==> src/design/lprd_pkg.sv <==
package lprd_pkg;

  localparam int NUM_W      = 32;
  localparam int MAX_DIGITS = 20;
  localparam int DIGIT_W    = 5;

  typedef logic [NUM_W-1:0]   num_t;
  typedef logic [DIGIT_W-1:0] digit_cnt_t;

  typedef enum logic [1:0] {
    PH_IDLE,
    PH_COUNT,
    PH_LENGTH,
    PH_PAYLOAD
  } phase_t;

  localparam logic [1:0] KIND_BYTE         = 2'd0;
  localparam logic [1:0] KIND_EMPTY_FIELD  = 2'd1;
  localparam logic [1:0] KIND_EMPTY_RECORD = 2'd2;
  localparam logic [1:0] KIND_ERROR        = 2'd3;

  localparam logic [2:0] ERR_EMPTY    = 3'd0;
  localparam logic [2:0] ERR_BADCHAR  = 3'd1;
  localparam logic [2:0] ERR_OVERFLOW = 3'd2;
  localparam logic [2:0] ERR_LIMIT    = 3'd3;
  localparam logic [2:0] ERR_TRUNC    = 3'd4;

  localparam logic [7:0] CHAR_PIPE  = 8'h7C;
  localparam logic [7:0] CHAR_COLON = 8'h3A;
  localparam logic [7:0] CHAR_LF    = 8'h0A;
  localparam logic [7:0] CHAR_CR    = 8'h0D;
  localparam logic [7:0] CHAR_ZERO  = 8'h30;
  localparam logic [7:0] CHAR_NINE  = 8'h39;

  typedef struct packed {
    logic [1:0] kind;
    logic [7:0] out_byte;
    num_t       field_number;
    logic       last_of_field;
    logic       last_of_record;
    logic [2:0] error_code;
  } res_t;

endpackage

==> src/design/lprd_in_if.sv <==
interface lprd_in_if;
  logic       valid;
  logic       ready;
  logic [7:0] in_byte;
  logic       end_of_data;

  modport source (output valid, output in_byte, output end_of_data, input ready);
  modport sink (input valid, input in_byte, input end_of_data, output ready);
endinterface

==> src/design/lprd_out_if.sv <==
interface lprd_out_if;
  logic             valid;
  logic             ready;
  logic [1:0]       kind;
  logic [7:0]       out_byte;
  lprd_pkg::num_t   field_number;
  logic             last_of_field;
  logic             last_of_record;
  logic [2:0]       error_code;

  modport source (output valid, output kind, output out_byte, output field_number,
                  output last_of_field, output last_of_record, output error_code,
                  input ready);
  modport sink (input valid, input kind, input out_byte, input field_number,
                input last_of_field, input last_of_record, input error_code,
                output ready);
endinterface

==> src/design/lprd_out_buf.sv <==
// Two-entry result queue: two slots used as a ring, with a write and a read pointer.
module lprd_out_buf (
  input  logic               clk,
  input  logic               rst,
  input  logic               push,
  input  lprd_pkg::res_t     push_data,
  output logic               full,
  lprd_out_if.source         out_stream
);

  lprd_pkg::res_t slots [2];
  logic           wr_ptr;
  logic           rd_ptr;
  logic [1:0]     count;
  logic           pop;
  lprd_pkg::res_t head;

  assign full = (count == 2'd2);
  assign pop  = out_stream.valid && out_stream.ready;
  assign head = slots[rd_ptr];

  always_ff @(posedge clk) begin
    if (rst) begin
      wr_ptr <= 1'b0;
      rd_ptr <= 1'b0;
      count  <= 2'd0;
    end else begin
      if (push) begin
        wr_ptr <= ~wr_ptr;
      end
      if (pop) begin
        rd_ptr <= ~rd_ptr;
      end
      count <= count + 2'(push) - 2'(pop);
    end
  end

  always_ff @(posedge clk) begin
    if (push) begin
      slots[wr_ptr] <= push_data;
    end
  end

  assign out_stream.valid          = (count != 2'd0);
  assign out_stream.kind           = head.kind;
  assign out_stream.out_byte       = head.out_byte;
  assign out_stream.field_number   = head.field_number;
  assign out_stream.last_of_field  = head.last_of_field;
  assign out_stream.last_of_record = head.last_of_record;
  assign out_stream.error_code     = head.error_code;

  a_no_push_when_full: assert property (@(posedge clk) disable iff (rst)
    push |-> !full) else $error("push into full result queue");

  a_count_range: assert property (@(posedge clk) disable iff (rst)
    count != 2'd3) else $error("result queue count out of range");

  a_pop_only: assert property (@(posedge clk) disable iff (rst)
    pop && !push |=> count == $past(count) - 2'd1) else $error("queue count slip on pop");

endmodule

==> src/design/length_prefixed_record_deframer_top.sv <==
// Channel     | Dir | Payload
// ------------+-----+-----------------------------------------------------------
// in_stream   | in  | in_byte[7:0], end_of_data
// out_stream  | out | kind[1:0], out_byte[7:0], field_number[31:0],
//             |     | last_of_field, last_of_record, error_code[2:0]
// cfg         | in  | cfg_we, cfg_wdata[31:0] (max_field_length)
//
// One byte per cycle while the queue has room: each request is parsed in the cycle
// it is taken and its result is registered into a two-entry output queue.
// in_stream.ready drops only while both queue entries are held by out_stream.
// Synchronous reset clears parse state, the queue and sets max length to all ones.
// After an error the block drops every request until reset.
module length_prefixed_record_deframer_top (
  input  logic              clk,
  input  logic              rst,
  input  logic              cfg_we,
  input  lprd_pkg::num_t    cfg_wdata,
  lprd_in_if.sink           in_stream,
  lprd_out_if.source        out_stream
);

  lprd_pkg::num_t       max_field_length;
  lprd_pkg::phase_t     phase;
  lprd_pkg::phase_t     phase_next;
  lprd_pkg::num_t       acc;
  lprd_pkg::num_t       acc_next;
  lprd_pkg::digit_cnt_t dig_cnt;
  lprd_pkg::digit_cnt_t dig_cnt_next;
  lprd_pkg::num_t       fields_left;
  lprd_pkg::num_t       fields_left_next;
  lprd_pkg::num_t       bytes_left;
  lprd_pkg::num_t       bytes_left_next;
  lprd_pkg::num_t       cur_field;
  lprd_pkg::num_t       cur_field_next;
  logic                 error_seen;
  logic                 error_seen_next;

  logic                 buf_full;
  logic                 go;
  logic                 eod;
  logic [7:0]           b;
  logic                 is_lb;
  logic                 start;
  lprd_pkg::phase_t     eff_phase;
  lprd_pkg::num_t       acc_eff;
  lprd_pkg::digit_cnt_t dig_cnt_eff;
  lprd_pkg::num_t       cur_field_eff;
  logic                 is_delim;
  logic                 is_digit;
  logic [lprd_pkg::NUM_W+3:0] acc_wide;
  logic [lprd_pkg::NUM_W+3:0] prod;
  logic                 num_ovf;
  logic                 val_zero;
  logic                 len_over;
  logic                 fr_is1;
  logic                 br_is1;
  logic                 res_push;
  lprd_pkg::res_t       res;

  assign in_stream.ready = !buf_full;
  assign go    = in_stream.valid && in_stream.ready && !error_seen;
  assign eod   = in_stream.end_of_data;
  assign b     = in_stream.in_byte;
  assign is_lb = (b == lprd_pkg::CHAR_LF) || (b == lprd_pkg::CHAR_CR);

  // A non-break byte in idle opens a record and is parsed in the count phase.
  assign start         = (phase == lprd_pkg::PH_IDLE) && !is_lb;
  assign eff_phase     = start ? lprd_pkg::PH_COUNT : phase;
  assign acc_eff       = start ? '0 : acc;
  assign dig_cnt_eff   = start ? '0 : dig_cnt;
  assign cur_field_eff = start ? '0 : cur_field;

  assign is_delim = (eff_phase == lprd_pkg::PH_COUNT) ? (b == lprd_pkg::CHAR_PIPE)
                                                      : (b == lprd_pkg::CHAR_COLON);
  assign is_digit = (b >= lprd_pkg::CHAR_ZERO) && (b <= lprd_pkg::CHAR_NINE);

  // acc*10 + digit with four guard bits to see overflow
  assign acc_wide = {4'b0, acc_eff};
  assign prod     = (acc_wide << 3) + (acc_wide << 1)
                  + (lprd_pkg::NUM_W+4)'(b[3:0]);
  assign num_ovf  = (prod[lprd_pkg::NUM_W+3:lprd_pkg::NUM_W] != 4'd0)
                  || (dig_cnt_eff >= lprd_pkg::DIGIT_W'(lprd_pkg::MAX_DIGITS));

  assign val_zero = (acc_eff == '0);
  assign len_over = (acc_eff > max_field_length);
  assign fr_is1   = (fields_left == lprd_pkg::NUM_W'(1));
  assign br_is1   = (bytes_left == lprd_pkg::NUM_W'(1));

  always_comb begin : next_phase
    phase_next = phase;
    if (go && !eod && !(phase == lprd_pkg::PH_IDLE && is_lb)) begin
      phase_next = eff_phase;
      case (eff_phase)
        lprd_pkg::PH_COUNT: begin
          if (is_delim && dig_cnt_eff != '0) begin
            phase_next = val_zero ? lprd_pkg::PH_IDLE : lprd_pkg::PH_LENGTH;
          end
        end
        lprd_pkg::PH_LENGTH: begin
          if (is_delim && dig_cnt_eff != '0 && !len_over) begin
            if (!val_zero) begin
              phase_next = lprd_pkg::PH_PAYLOAD;
            end else begin
              phase_next = fr_is1 ? lprd_pkg::PH_IDLE : lprd_pkg::PH_LENGTH;
            end
          end
        end
        lprd_pkg::PH_PAYLOAD: begin
          if (br_is1) begin
            phase_next = fr_is1 ? lprd_pkg::PH_IDLE : lprd_pkg::PH_LENGTH;
          end
        end
        default: begin
          phase_next = eff_phase;
        end
      endcase
    end
  end

  always_comb begin : datapath
    acc_next         = acc;
    dig_cnt_next     = dig_cnt;
    fields_left_next = fields_left;
    bytes_left_next  = bytes_left;
    cur_field_next   = cur_field;
    error_seen_next  = error_seen;
    res_push         = 1'b0;
    res              = '0;
    res.field_number = cur_field_eff;

    if (go) begin
      if (eod) begin
        if (phase != lprd_pkg::PH_IDLE) begin
          res_push        = 1'b1;
          res.kind        = lprd_pkg::KIND_ERROR;
          res.error_code  = lprd_pkg::ERR_TRUNC;
          error_seen_next = 1'b1;
        end
      end else if (!(phase == lprd_pkg::PH_IDLE && is_lb)) begin
        acc_next       = acc_eff;
        dig_cnt_next   = dig_cnt_eff;
        cur_field_next = cur_field_eff;
        case (eff_phase)
          lprd_pkg::PH_COUNT, lprd_pkg::PH_LENGTH: begin
            if (is_delim) begin
              acc_next     = '0;
              dig_cnt_next = '0;
              if (dig_cnt_eff == '0) begin
                res_push        = 1'b1;
                res.kind        = lprd_pkg::KIND_ERROR;
                res.error_code  = lprd_pkg::ERR_EMPTY;
                error_seen_next = 1'b1;
              end else if (eff_phase == lprd_pkg::PH_COUNT) begin
                if (val_zero) begin
                  res_push           = 1'b1;
                  res.kind           = lprd_pkg::KIND_EMPTY_RECORD;
                  res.field_number   = '0;
                  res.last_of_record = 1'b1;
                end else begin
                  fields_left_next = acc_eff;
                  cur_field_next   = '0;
                end
              end else if (len_over) begin
                res_push        = 1'b1;
                res.kind        = lprd_pkg::KIND_ERROR;
                res.error_code  = lprd_pkg::ERR_LIMIT;
                error_seen_next = 1'b1;
              end else if (val_zero) begin
                res_push           = 1'b1;
                res.kind           = lprd_pkg::KIND_EMPTY_FIELD;
                res.last_of_field  = 1'b1;
                res.last_of_record = fr_is1;
                fields_left_next   = fields_left - lprd_pkg::NUM_W'(1);
                cur_field_next     = fr_is1 ? '0 : cur_field_eff + lprd_pkg::NUM_W'(1);
              end else begin
                bytes_left_next = acc_eff;
              end
            end else if (!is_digit) begin
              res_push        = 1'b1;
              res.kind        = lprd_pkg::KIND_ERROR;
              res.error_code  = lprd_pkg::ERR_BADCHAR;
              error_seen_next = 1'b1;
            end else if (num_ovf) begin
              res_push        = 1'b1;
              res.kind        = lprd_pkg::KIND_ERROR;
              res.error_code  = lprd_pkg::ERR_OVERFLOW;
              error_seen_next = 1'b1;
            end else begin
              acc_next     = prod[lprd_pkg::NUM_W-1:0];
              dig_cnt_next = dig_cnt_eff + lprd_pkg::DIGIT_W'(1);
            end
          end
          lprd_pkg::PH_PAYLOAD: begin
            res_push           = 1'b1;
            res.kind           = lprd_pkg::KIND_BYTE;
            res.out_byte       = b;
            res.last_of_field  = br_is1;
            res.last_of_record = br_is1 && fr_is1;
            bytes_left_next    = bytes_left - lprd_pkg::NUM_W'(1);
            if (br_is1) begin
              fields_left_next = fields_left - lprd_pkg::NUM_W'(1);
              cur_field_next   = fr_is1 ? '0 : cur_field_eff + lprd_pkg::NUM_W'(1);
              acc_next         = '0;
              dig_cnt_next     = '0;
            end
          end
          default: begin
            res_push = 1'b0;
          end
        endcase
      end
    end
  end

  always_ff @(posedge clk) begin
    if (rst) begin
      max_field_length <= '1;
      phase            <= lprd_pkg::PH_IDLE;
      acc              <= '0;
      dig_cnt          <= '0;
      fields_left      <= '0;
      bytes_left       <= '0;
      cur_field        <= '0;
      error_seen       <= 1'b0;
    end else begin
      if (cfg_we) begin
        max_field_length <= cfg_wdata;
      end
      phase       <= phase_next;
      acc         <= acc_next;
      dig_cnt     <= dig_cnt_next;
      fields_left <= fields_left_next;
      bytes_left  <= bytes_left_next;
      cur_field   <= cur_field_next;
      error_seen  <= error_seen_next;
    end
  end

  lprd_out_buf u_out_buf (
    .clk        (clk),
    .rst        (rst),
    .push       (res_push),
    .push_data  (res),
    .full       (buf_full),
    .out_stream (out_stream)
  );

  a_error_sticky: assert property (@(posedge clk) disable iff (rst)
    error_seen |=> error_seen) else $error("error flag cleared without reset");

  a_silent_after_error: assert property (@(posedge clk) disable iff (rst)
    error_seen |-> !res_push) else $error("result produced after error");

  a_error_sets_flag: assert property (@(posedge clk) disable iff (rst)
    res_push && res.kind == lprd_pkg::KIND_ERROR |=> error_seen)
    else $error("error result without sticky flag");

  a_digits_bounded: assert property (@(posedge clk) disable iff (rst)
    dig_cnt <= lprd_pkg::DIGIT_W'(lprd_pkg::MAX_DIGITS)) else $error("digit count overrun");

endmodule
==> src/flat_wrapper.sv <==
// flat-port wrapper written by rule: the top's interface ports become plain ports
module length_prefixed_record_deframer_top_flat 
  (clk, rst, cfg_we, cfg_wdata, in_stream_valid, in_stream_in_byte, in_stream_end_of_data, in_stream_ready, out_stream_valid, out_stream_kind, out_stream_out_byte, out_stream_field_number, out_stream_last_of_field, out_stream_last_of_record, out_stream_error_code, out_stream_ready);
  lprd_in_if in_stream_i ();
  lprd_out_if out_stream_i ();
  input  logic clk;
  input  logic rst;
  input  logic cfg_we;
  input  lprd_pkg::num_t cfg_wdata;
  input wire logic [$bits(in_stream_i.valid)-1:0] in_stream_valid;
  input wire logic [$bits(in_stream_i.in_byte)-1:0] in_stream_in_byte;
  input wire logic [$bits(in_stream_i.end_of_data)-1:0] in_stream_end_of_data;
  output wire logic [$bits(in_stream_i.ready)-1:0] in_stream_ready;
  output wire logic [$bits(out_stream_i.valid)-1:0] out_stream_valid;
  output wire logic [$bits(out_stream_i.kind)-1:0] out_stream_kind;
  output wire logic [$bits(out_stream_i.out_byte)-1:0] out_stream_out_byte;
  output wire logic [$bits(out_stream_i.field_number)-1:0] out_stream_field_number;
  output wire logic [$bits(out_stream_i.last_of_field)-1:0] out_stream_last_of_field;
  output wire logic [$bits(out_stream_i.last_of_record)-1:0] out_stream_last_of_record;
  output wire logic [$bits(out_stream_i.error_code)-1:0] out_stream_error_code;
  input wire logic [$bits(out_stream_i.ready)-1:0] out_stream_ready;
  assign in_stream_i.valid = in_stream_valid;
  assign in_stream_i.in_byte = in_stream_in_byte;
  assign in_stream_i.end_of_data = in_stream_end_of_data;
  assign in_stream_ready = in_stream_i.ready;
  assign out_stream_valid = out_stream_i.valid;
  assign out_stream_kind = out_stream_i.kind;
  assign out_stream_out_byte = out_stream_i.out_byte;
  assign out_stream_field_number = out_stream_i.field_number;
  assign out_stream_last_of_field = out_stream_i.last_of_field;
  assign out_stream_last_of_record = out_stream_i.last_of_record;
  assign out_stream_error_code = out_stream_i.error_code;
  assign out_stream_i.ready = out_stream_ready;
  length_prefixed_record_deframer_top u_core (.clk(clk), .rst(rst), .cfg_we(cfg_we), .cfg_wdata(cfg_wdata), .in_stream(in_stream_i), .out_stream(out_stream_i));
endmodule
==> config.mk <==
export PLATFORM = sky130hd
export DESIGN_NAME = length_prefixed_record_deframer_top_flat
export DESIGN_NICKNAME = d
export VERILOG_FILES = /design/src/design/lprd_pkg.sv /design/src/design/lprd_in_if.sv /design/src/design/lprd_out_if.sv /design/src/design/lprd_out_buf.sv /design/src/design/length_prefixed_record_deframer_top.sv /design/src/flat_wrapper.sv
export SDC_FILE = /design/constraint.sdc
export NUM_CORES = 1
export LEC_CHECK = 0
export ABC_CLOCK_PERIOD_IN_PS = 10900
export BUFFER_PORTS_ARGS = -buffer_cell sky130_fd_sc_hd__buf_4
export CAP_MARGIN = 0
export CORE_UTILIZATION = 60
export DETAILED_ROUTE_END_ITERATION = 8
export GPL_TIMING_DRIVEN = 0
export HOLD_SLACK_MARGIN = 0.03
export PLACE_DENSITY_LB_ADDON = 0.05
export SETUP_SLACK_MARGIN = 0.1
export SYNTH_ARGS = -nofsm -noshare
export SYNTH_HDL_FRONTEND = slang
export SYNTH_SLANG_ARGS = --single-unit
==> constraint.sdc <==
create_clock -name clk -period 10.9 [get_ports clk]
set_clock_uncertainty 0.2 [all_clocks]
set_input_delay 2.725 -clock clk [delete_from_list [all_inputs] [get_ports clk]]
set_output_delay 2.725 -clock clk [all_outputs]
set_load 0.05 [all_outputs]
==> impl_metrics.toml <==
[outcome]
status = "completed"

[floorplanning]
die_x_um = 172.4
initial_utilization = 0.6087
io_pins = 95
rows = 62
dieArea_um2 = 29720
die_h_um = 172.4
core_um2 = 28630

[pwr]
p_seq_frac = 0.375
powerDensity_nw_per_um2 = 154.6
power.leakage_nw = 7.891
clkPwrFrac = 0.329
p_int_mw = 1.932
p_sw_frac = 0.3629
comb_power_share = 0.296
finalPower_mw = 3.032
ir_worst_vdd_mv = 0.1076
switching_power_mw = 1.100

[synthesis]
synth.largest_area_cell = "dfxtp_1"
synth_edf_count = 94
synthMuxAreaShare = 0.03512
synthAdderAreaFrac = 0.07512
ys_seq_elements = 267
yosys-top-cells-area = "dfxtp_1, edfxtp_1, ha_1"
yosys.cell_types.count = 97
async_reset_ff_frac = 0
syn_area_per_cell_um2 = 8.380
synth-simple-area-share = 0.2110
netlist_area_um2 = 17420
yosysTopAreaCellShare = 0.1988
synth-compound-area-share = 0.2509
yosys_warnings = 0
synth-xor-area-share = 0.02111
synth_seq_area_share = 0.3608
syn_nets = 2229
synth_top_family_by_area = "compound AO/OA/AOI/OAI gates"
synth_ff_type = "dfxtp_1"
syn_inst = 2079

[cells_and_area]
utilization = 0.6852
layout-drive-gt1-share = 0.1123
seqCellArea_um2 = 6286
fin_cells = 2612
area_delta_synth_final_pct = 12.57
fillers = 2389
multi_input_area_um2 = 10370
final_nets = 2354

[detailed_routing]
drc = 0
drtAntennaViolNets = 0
routed_wl_um = 63450
firstDrtPassIters = 6
drt-initial-drc-count = 2355
route.vias.total = 17942
viasPerCell = 6.869
wire_per_inst_um = 24.29

[placement]
gp_congestion = 1.063
port_buffers = 92
dpl.hpwl_um = 46260
dp_cells = 2557

[timing]
max_freq_mhz = 93.82
drv_slew = 0
hold_viol_final = 0
holdWs_ps = 271.7
grt_setup_unrepaired = "no"
tightestPinTransition_ps = 1260
period_minus_slack_ps = 10660
setup_viol = 0
slew_headroom = 0.1528
period_share = 0.9779

[global_route]
overflow = 0
grt_pass1_vias = 16322
grt_pass1_wl_um = 94140
antenna_found_initial = 1
grt_max_degree = 35
grtUsageTotal = 0.4203

[setup_path]
worst-setup-path-type = "in -> reg"
max_stage_delay_ps = 660
cp_data_required_time_ps = 11120
cpMostUsedCell = "ha_1"
slowest_stage = "a311oi_4"
path_max_fanout = 10
cp.arrival_ps = 10880
cp-end-kind = "register"
start_kind = "primary input"

[clock_tree]
cts.sinks = 267
clock_latency_ps = 570
clockBufferDepth = 3
cts_buffers = 29
cts_root_buf = "clkbuf_16"
htreeDepth = 1
postCtsSetupBuffers = 0
ctsHoldBuffers = 0
cts.reportedPaths.clkPinSlew_ps = 60
cts_tree = "done"

[run]
cap_violations = 0

[min_path]
hp-class = "reg -> reg"
[metal layers]
| metal | GRT usage | vias to the layer above | share of wire |
|---|---|---|---|
| met3 | 0.08995 | 290 | 0.11 |
| met1 | 0.5128 | 8389 | 0.37 |
| met2 | 0.6527 | 1256 | 0.44 |
| li1 | - | 8007 | - |
| met4 | 0.3128 | 0 | 0.081 |
| met5 | 0 | - | 0 |
[final cells by class]
cell class,count,area share
Tap cell,384,0.02450
Clock inverter,11,0.006953
Clock buffer,42,0.04102
Sequential cell,267,0.3205
Multi-Input combinational cell,1609,0.5286
Buffer,125,0.02596
Timing Repair Buffer,94,0.03725
Inverter,78,0.01493
Antenna cell,2,0.0002552
[metrics by stage]
stage	setup TNS, ps	cell area, um^2	worst slack (ps)
finish	0	19610	240.9
global route	0	19610	111.4
CTS	0	19600	440.0
detailed placement	-130.2	18660	-130.2
global placement	-178070	18590	-1987
floorplan	0	17420	1402
[registers in the layout, indices dropped and copies added, names as in the netlist, 2 cells and up, named ones only]
name and count:
u_core.max_field_length 32, u_core.phase 2, u_core.bytes_left 32, u_core.acc 32, u_core.fields_left 32, u_core.u_out_buf.slots 94, u_core.u_out_buf.count 2, u_core.cur_field 32
u_core.dig_cnt 5
[synthesized netlist by cell type, types with 33 or more instances]
| cell type | number |
|---|---|
| nand4_1 | 42 |
| o21ai_0 | 160 |
| and2_1 | 56 |
| o211ai_1 | 49 |
| nor2_1 | 175 |
| edfxtp_1 | 94 |
| a21o_1 | 33 |
| mux2_2 | 49 |
| dfxtp_1 | 173 |
| a21oi_1 | 162 |
| nand3_1 | 38 |
| nor3_1 | 65 |
| clkbuf_1 | 96 |
| ha_1 | 103 |
| inv_1 | 76 |
| nand2_1 | 241 |
[placed cells by master (no fill, tap or decap), types with 49 or more instances in the layout]
master	netlist	routed
nor2_1	175	174
nor3_1	65	65
buf_4	3	95
o211ai_1	49	49
clkbuf_1	96	105
a21oi_1	162	162
mux2_2	49	49
ha_1	103	103
inv_1	76	76
edfxtp_1	94	94
and2_1	56	56
dfxtp_1	173	173
nand2_1	241	241
o21ai_0	160	160
[cells by family (layout without fill, tap and decap cells)]
kind of cell | count (synthesis) | after routing
flops | 267 | 267
simple gates | 751 | 751
other cells | 0 | 2
fa+ha+maj | 104 | 104
compound gates | 657 | 657
xor+xnor | 42 | 42
mux | 55 | 55
buf+inv | 203 | 350
[critical path: cells and delay by family]
| family | cells | cell delay [ps] |
|---|---|---|
| xor gates and xnor gates | 2 | 370 |
| buffers and inverters | 6 | 1860 |
| adders and majority gates | 4 | 900 |
| AOI/OAI and AO/OA | 8 | 3170 |
| and+or+nand+nor | 5 | 1800 |
[power by group through the flow]
| stage | registers, mW | clock network (mW) | logic, mW |
|---|---|---|---|
| final | 1.14 | 0.997 | 0.897 |
| after global routing | 1.14 | 1.03 | 0.941 |
| after CTS | 1.14 | 0.993 | 0.878 |
| after detailed placement | 1.16 | 0 | 0.871 |
| after global placement | 1.16 | 0 | 0.855 |
| after floorplan | 1.15 | 0 | 0.598 |
[final timing paths]
check,slack [ps],cells past startpoint,to,startpoint
max,240,25,u_core.u_out_buf.count[1],in_stream_in_byte[5]
min,270,2,u_core.cur_field[1],u_core.cur_field[1]
max reg2reg,2710,24,u_core.u_out_buf.count[1],u_core.phase[1]
min reg2reg,270,2,u_core.cur_field[1],u_core.cur_field[1]
[what timing repair did]
action,CTS,global route
endpoints found under the hold margin,0,0
endpoints found under the setup margin,0,1
resized for setup,0,3
(Power assumes the default switching activity.)
